--- config.mk ---
export PLATFORM = sky130hd
export DESIGN_NAME = wcpu_regfile
export DESIGN_NICKNAME = d
export VERILOG_FILES = /design/src/design/wcpu_pkg.sv /design/src/design/wcpu_regfile.sv
export SDC_FILE = /design/constraint.sdc
export NUM_CORES = 2
export LEC_CHECK = 0
export BUFFER_PORTS_ARGS = -buffer_cell sky130_fd_sc_hd__clkbuf_2
export CAP_MARGIN = 15
export CORE_UTILIZATION = 30
export CTS_CLUSTER_DIAMETER = 50
export DETAILED_ROUTE_END_ITERATION = 10
export GPL_TIMING_DRIVEN = 0
export PLACE_DENSITY = 0.55
export SYNTH_ARGS = -nofsm -noshare
export SYNTH_HDL_FRONTEND = slang
export SYNTH_SLANG_ARGS = --single-unit
--- constraint.sdc ---
create_clock -name clk -period 7.3 [get_ports clk]
set_input_delay 1.825 -clock clk [delete_from_list [all_inputs] [get_ports clk]]
set_output_delay 1.825 -clock clk [all_outputs]
set_load 0.01 [all_outputs]
--- src/design/wcpu_pkg.sv ---
// ----------------------------------------------------------------------------
// wcpu_pkg
// Shared constants, types and instruction field helpers for the word CPU
// execute step.
// ----------------------------------------------------------------------------
package wcpu_pkg;

  localparam int MEM_ADDR_BITS = 10;
  localparam int MEM_WORDS     = 1 << MEM_ADDR_BITS;
  localparam int RET_DEPTH     = 16;
  localparam int RS_IDX_W      = $clog2(RET_DEPTH);
  localparam int RS_CNT_W      = $clog2(RET_DEPTH + 1);
  localparam int WORD_W        = 32;
  localparam int REG_IDX_W     = 5;
  localparam int NUM_REGS      = 1 << REG_IDX_W;

  typedef logic [WORD_W-1:0]    word_t;
  typedef logic [REG_IDX_W-1:0] reg_idx_t;

  // register that comes out of reset holding the data memory size
  localparam reg_idx_t MEM_SIZE_REG = 5'd7;

  typedef enum logic [4:0] {
    OP_RET    = 5'h00,
    OP_ADD    = 5'h01,
    OP_SUB    = 5'h02,
    OP_MUL    = 5'h03,
    OP_XOR    = 5'h04,
    OP_AND    = 5'h05,
    OP_OR     = 5'h06,
    OP_LT     = 5'h07,
    OP_GT     = 5'h08,
    OP_EQ     = 5'h09,
    OP_JUMP   = 5'h0a,
    OP_BNEQZ  = 5'h0b,
    OP_INPUT  = 5'h0c,
    OP_OUTPUT = 5'h0d,
    OP_LOAD   = 5'h0e,
    OP_STORE  = 5'h0f,
    OP_CALL   = 5'h10,
    OP_COPY   = 5'h11,
    OP_NEQ    = 5'h12
  } opcode_t;

  // one register file write, issued from the writeback stage
  typedef struct packed {
    logic     en;
    reg_idx_t addr;
    word_t    data;
  } rf_wr_t;

  // register selects of one instruction
  typedef struct packed {
    reg_idx_t a;
    reg_idx_t b;
    reg_idx_t t;
  } rf_sel_t;

  function automatic logic instr_imm(input word_t w);
    return w[31];
  endfunction

  function automatic opcode_t instr_op(input word_t w);
    return opcode_t'(w[30:26]);
  endfunction

  function automatic rf_sel_t instr_sel(input word_t w);
    rf_sel_t s;
    s.t = w[25:21];
    s.a = w[20:16];
    s.b = w[15:11];
    return s;
  endfunction

  function automatic word_t instr_simm(input word_t w);
    return {{16{w[15]}}, w[15:0]};
  endfunction

  function automatic word_t rf_reset_val(input reg_idx_t idx);
    return (idx == MEM_SIZE_REG) ? WORD_W'(MEM_WORDS) : '0;
  endfunction

endpackage

--- src/design/wcpu_regfile.sv ---
// ----------------------------------------------------------------------------
// wcpu_regfile
// Three-bank register file with registered operand reads, reset-value
// masking by valid bits, and forwarding of the pending writeback.
// ----------------------------------------------------------------------------
module wcpu_regfile import wcpu_pkg::*; (
  input  logic    clk,
  input  logic    rst_n,
  input  logic    rd_en,
  input  rf_sel_t rd_sel,
  input  rf_wr_t  wr,
  output word_t   a_val,
  output word_t   b_val,
  output word_t   t_val
);

  word_t bank_a [NUM_REGS];
  word_t bank_b [NUM_REGS];
  word_t bank_t [NUM_REGS];

  logic [NUM_REGS-1:0] vld_r;
  rf_sel_t             sel_r;
  word_t               a_q_r;
  word_t               b_q_r;
  word_t               t_q_r;

  always_ff @(posedge clk) begin
    if (!rst_n) begin
      vld_r <= '0;
    end else if (wr.en) begin
      vld_r[wr.addr] <= 1'b1;
    end
  end

  always_ff @(posedge clk) begin
    if (rd_en) begin
      sel_r <= rd_sel;
    end
  end

  // each bank: one write port, one registered read port; the operand
  // register also snoops writes while its instruction waits
  always_ff @(posedge clk) begin
    if (wr.en) begin
      bank_a[wr.addr] <= wr.data;
    end
    if (rd_en) begin
      if (wr.en && wr.addr == rd_sel.a) begin
        a_q_r <= wr.data;
      end else if (!vld_r[rd_sel.a]) begin
        a_q_r <= rf_reset_val(rd_sel.a);
      end else begin
        a_q_r <= bank_a[rd_sel.a];
      end
    end else if (wr.en && wr.addr == sel_r.a) begin
      a_q_r <= wr.data;
    end
  end

  always_ff @(posedge clk) begin
    if (wr.en) begin
      bank_b[wr.addr] <= wr.data;
    end
    if (rd_en) begin
      if (wr.en && wr.addr == rd_sel.b) begin
        b_q_r <= wr.data;
      end else if (!vld_r[rd_sel.b]) begin
        b_q_r <= rf_reset_val(rd_sel.b);
      end else begin
        b_q_r <= bank_b[rd_sel.b];
      end
    end else if (wr.en && wr.addr == sel_r.b) begin
      b_q_r <= wr.data;
    end
  end

  always_ff @(posedge clk) begin
    if (wr.en) begin
      bank_t[wr.addr] <= wr.data;
    end
    if (rd_en) begin
      if (wr.en && wr.addr == rd_sel.t) begin
        t_q_r <= wr.data;
      end else if (!vld_r[rd_sel.t]) begin
        t_q_r <= rf_reset_val(rd_sel.t);
      end else begin
        t_q_r <= bank_t[rd_sel.t];
      end
    end else if (wr.en && wr.addr == sel_r.t) begin
      t_q_r <= wr.data;
    end
  end

  // forward the write that lands at the coming edge
  assign a_val = (wr.en && wr.addr == sel_r.a) ? wr.data : a_q_r;
  assign b_val = (wr.en && wr.addr == sel_r.b) ? wr.data : b_q_r;
  assign t_val = (wr.en && wr.addr == sel_r.t) ? wr.data : t_q_r;

endmodule
# --- After elaboration in Yosys (flattened, before gate mapping) ---
# Memories as Yosys holds them, arrays and structs flattened.
# Index checks and enable logic that the tools add are counted.
# Widths: inputs -> output; s select.
word_totals:
  reg_bits: 143
  output_inout_bits: 96
  mem_bits_rw: 3072
  word_cells: 57
  inputBits: 56
  n_memories: 3
op_classes:
  n_bitwise: 1
  n_eq_ne: 9
  magnitude_cmp: 5
  reduce_logical: 7
  n_mux: 25
memory_table:
  columns: ["name", "depth", "word_bits", "rd", "rd_clocked_by_memory_dff", "wr", "line", "text"]
  rows:
  - ["bank_a", 32, 32, 1, 0, 1, "wcpu_regfile.sv:17", "word_t bank_a [NUM_REGS];"]
  - ["bank_b", 32, 32, 1, 0, 1, "wcpu_regfile.sv:18", "word_t bank_b [NUM_REGS];"]
  - ["bank_t", 32, 32, 1, 0, 1, "wcpu_regfile.sv:19", "word_t bank_t [NUM_REGS];"]
op_table:
  columns: ["cell", "count"]
  rows:
  - ["$mux 32", 12]
  - ["$mux 11", 3]
  - ["$or 32x32->32", 1]
  - ["$eq 5x5->1", 6]
  - ["$lt 5x6->1 const B", 4]
  - ["$bmux 1 s5", 3]
  - ["$eq 5x3->1 const B", 3]
  - ["$logic_and 1x1->1", 7]
  - ["$mux 1", 6]
  - ["$demux 1 s5", 1]
  - ["$ge 5x1->1 const B", 1]

# --- Depth between registers and ports, before layout ---
logic_depth:
  ltp_word: 5
  depth_mapped: 11
  depth_no_buf: 6

# --- Worst setup path before layout ---
# Ideal clock, no wire load.
synth_timing:
  kind: "input port to output port"
  start: "in wr[36] in the netlist's numbering"
  end: "out a_val[11]"
  required_ps: 5475
  n_path_buf: 4
  path_slack_ps: 1776
  path_stages: 8
  t_arrival_ps: 3699
  cell_sequence: "clkbuf_1 -> clkbuf_1 -> xor2_1 -> nor4_1 -> and3_1 -> clkbuf_1 -> buf_2 -> mux2_2"
synth_between:
  elab_chain_cells: 3
synth_rtl:
  columns: ["element", "line", "text"]
  rows:
  - ["start: declaration", "wcpu_regfile.sv:11", "input rf_wr_t wr,"]
  - ["$eq 5x5->1", "wcpu_regfile.sv:95", "assign a_val = (wr.en && wr.addr == sel_r.a) ? wr.data : a_q_r;"]
  - ["$logic_and 1x1->1", "wcpu_regfile.sv:95", null]
  - ["$mux 32", null, null]
  - ["end: declaration", "wcpu_regfile.sv:12", "output word_t a_val,"]
# No other way between the ends.

# --- Worst setup path in the final report ---
layout_timing:
  start: "in wr[36] in the netlist's numbering"
  end: "out a_val[29]"
# The elaborated chain is that of the path after synthesis.

==> run metrics <==
P_sw=0.005261 W; share of layout cells above drive strength 1=33.63%; internal power=about 0.013 W; Synth top area share=49.29%; clock slew at reported path FFs=60 ps; r2r worst-path depth=8; Synth warnings=0; XOR/XNOR share of the synthesized area=0.4151%; Post-Synth Simple-Gate Area=4.325%; kind of critical path=primary input to output pin; core area=209600 um2; Total GRT Usage=29.07%; IO Port Bufs=approximately 150; multiplexer area fraction after synthesis=roughly 31%; cts hold-fix bufs=0; Syn Inst Count=4013; compound-cell area share of the yosys netlist=under 10%; final hold viol count=0; P_leak=24.86 nW; Synth async-reset ratio=0%; Synth Flop Type=edfxtp_1; CTS tree=yes; TritonRoute pass-1 iters=8; vias post-DR=47860; largest net degree at the start of global routing=39; Inserted Clock Buffers=between 150 and 200; final net count=4474; crit path DAT=5100 ps; HPWL Detailed=225600 um; FMAX=144.4 MHz; flops & latches, synth=1167; Slew @ Worst Pin=1378 ps; setup violators final=0; maxcap violations=0; hold endpoint=vld_r[28]; Cell Area, Synth=around 63000 um2; unrepaired setup endpoints after global routing=no; r2r startpoint=sel_r[0]; number of I/O pins=152; Post-Synth Adder-Cell Area=0%; fillers=around 20000; Seq/Total Area, Yosys=53.34%; die height=around 460 um; mean post-synth cell area=roughly 16 um2; Syn Nets=roughly 4100; commonest non-fill, non-tap cell in the layout=edfxtp_1; Post-CTS Resized=0; drt wl/cell=42.82 um; post-route ant nets=0; min Tclk post-route=6924 ps; Pwr Density=about 240 nW/um2; Sequential Area=roughly 34000 um2; Post-synth EDFFs=1039; fin crit share=94.84%; H-tree Lvls=4; DP Area=just under 70000 um2; first-pass GRT wire length=412100 um; routability cong.=roughly 1; fin. max-slew vios=0; drt drc=0; Logic pwr share=14.3%; Critical Path Fanout Max=10; worst hold path type=flop to flop; CP Data Required Time=5480 ps; initial DRC count=between 8000 and 9000; R2R Setup Slk=3770 ps; Max rail drop VDD=203.0 uV; initial antenna violation count=25; Yosys cell types=61; commonest cells after routing, fill and taps aside=1039 x edfxtp_1, 660 x mux4_2, 383 x mux2i_1; Clock Latency Late Sink=about 840 ps; FP Rows=168; status=finished, final reports clean; Place WS=460.1 ps; WHS Path Cells=1; Die ar.=approximately 210000 um2; Final WS setup=376.4 ps; CP Capture Type=output pin; Die X=461.3 um; Slew headroom=8.140%; Yosys top cell by area=edfxtp_1; Net Sw Frac=28.64%; crit path launch=wr[36]; Flop pwr share=40.8%; number of global-route vias before repair=roughly 46000; Initial Util=30.20%; postcts setup bufs=0; vias per cell=6.501; clock group share of total power=44.8%; multi-input combinational cell area=28030 um2; GRT overflow=0; Startpoint Class=primary input; top post-synthesis cells by area=edfxtp_1 49%, mux4_2 23%, mux2i_1 6.1%; Sink Count=1167; P&R area growth vs syn=18.71%; main combinational cell family by area after synthesis=multiplexers; hold_sp=vld_r[28]; root buf cell=clkbuf_16; routed wire length=about 320000 um; R2R Path End=t_q_r[5]; Final Skew=69.39 ps; Clock Tree Buf Depth=3; Design Area, Final=75140 um2
metal layers:
layer | wire length (um) | vias to the layer above | global-route usage, %
li1 | - | 17670 | -
met1 | 110500 | 24890 | 35.81
met2 | 130300 | 4337 | 41.01
met3 | 46370 | 944 | 11.23
met4 | 27890 | 18 | 21.64
met5 | 119 | - | 0
power groups by stage:
| stage | logic [W] | registers (W) | clock network [W] |
|---|---|---|---|
| 6_report | 0.00263 | 0.00750 | 0.00824 |
| 3_5_place_dp | 0.00251 | 0.00764 | 0 |
| 4_1_cts | 0.00251 | 0.00750 | 0.00821 |
| 2_1_floorplan | 0.00128 | 0.00761 | 0 |
| 3_3_place_gp | 0.00245 | 0.00763 | 0 |
| 5_1_grt | 0.00264 | 0.00751 | 0.00847 |
state kept, by name, summed over array words and instances (netlist names):
register,count
bank_t,448
vld_r,32
a_q_r,32
t_q_r,32
bank_b,576
sel_r,15
b_q_r,32
cells in the mapped netlist (23+ instances only):
library cell  count
edfxtp_1       1039
mux4_2          660
mux2i_1         383
nand2_1         232
buf_2           161
clkbuf_1        157
o21ai_0         131
dfxtp_1         128
nor2_1          118
mux2_2           99
o22ai_1          97
a21oi_1          90
a22oi_1          85
nand3_1          82
nor2b_1          75
buf_1            35
a211oi_1         33
o21a_1           32
o2111ai_1        29
a221o_1          28
o211ai_1         26
xor2_1           24
nand2b_1         23
cells by family after synthesis:
family | count (synthesis)
compound gates | 703
xor+xnor | 30
buf+inv | 380
flops | 1167
mux | 1142
simple gates | 591
critical path: stages:
cell      delay [ps]
clkbuf_1         270
clkbuf_1         500
xor2_1           130
nor4_1           300
and3_1           200
clkbuf_1         570
buf_2            590
mux2_2           510
clkbuf_2         160
layout make-up:
class | instances | area share [%]
antenna | 8 | 0.02664
sequential | 1167 | 44.93
clock inverter | 102 | 1.848
tap | 2805 | 4.670
clock buffer | 186 | 5.518
buffer | 374 | 2.331
timing repair buffer | 248 | 3.348
multi-input combinational | 2466 | 37.30
inverter | 6 | 0.02997
metrics by stage:
stage	power (W)	hold slack, ps	setup TNS, ps	util, %	std cells
after floorplan	0.008896	482.2	0	-	4013
final	0.01837	522.0	0	35.86	7362
after global placement	0.01008	494.8	-72980	32.23	6964
after detailed placement	0.01014	506.3	0	33.12	7053
after global routing	0.01862	538.3	0	35.85	7357
after CTS	0.01822	520.7	0	35.76	7341
worst max-delay path by stage:
stage / endpoint / slack [ps] / cells past startpoint
final: a_val[29] / 380 / 9
after global routing: a_val[21] / 300 / 9
after CTS: a_val[30] / 450 / 10
after detailed placement: a_val[30] / 460 / 10
after global placement: bank_t[16][18] / -250 / 4
after floorplan: a_val[11] / 1780 / 8
Power figures use the tool's default switching activity.
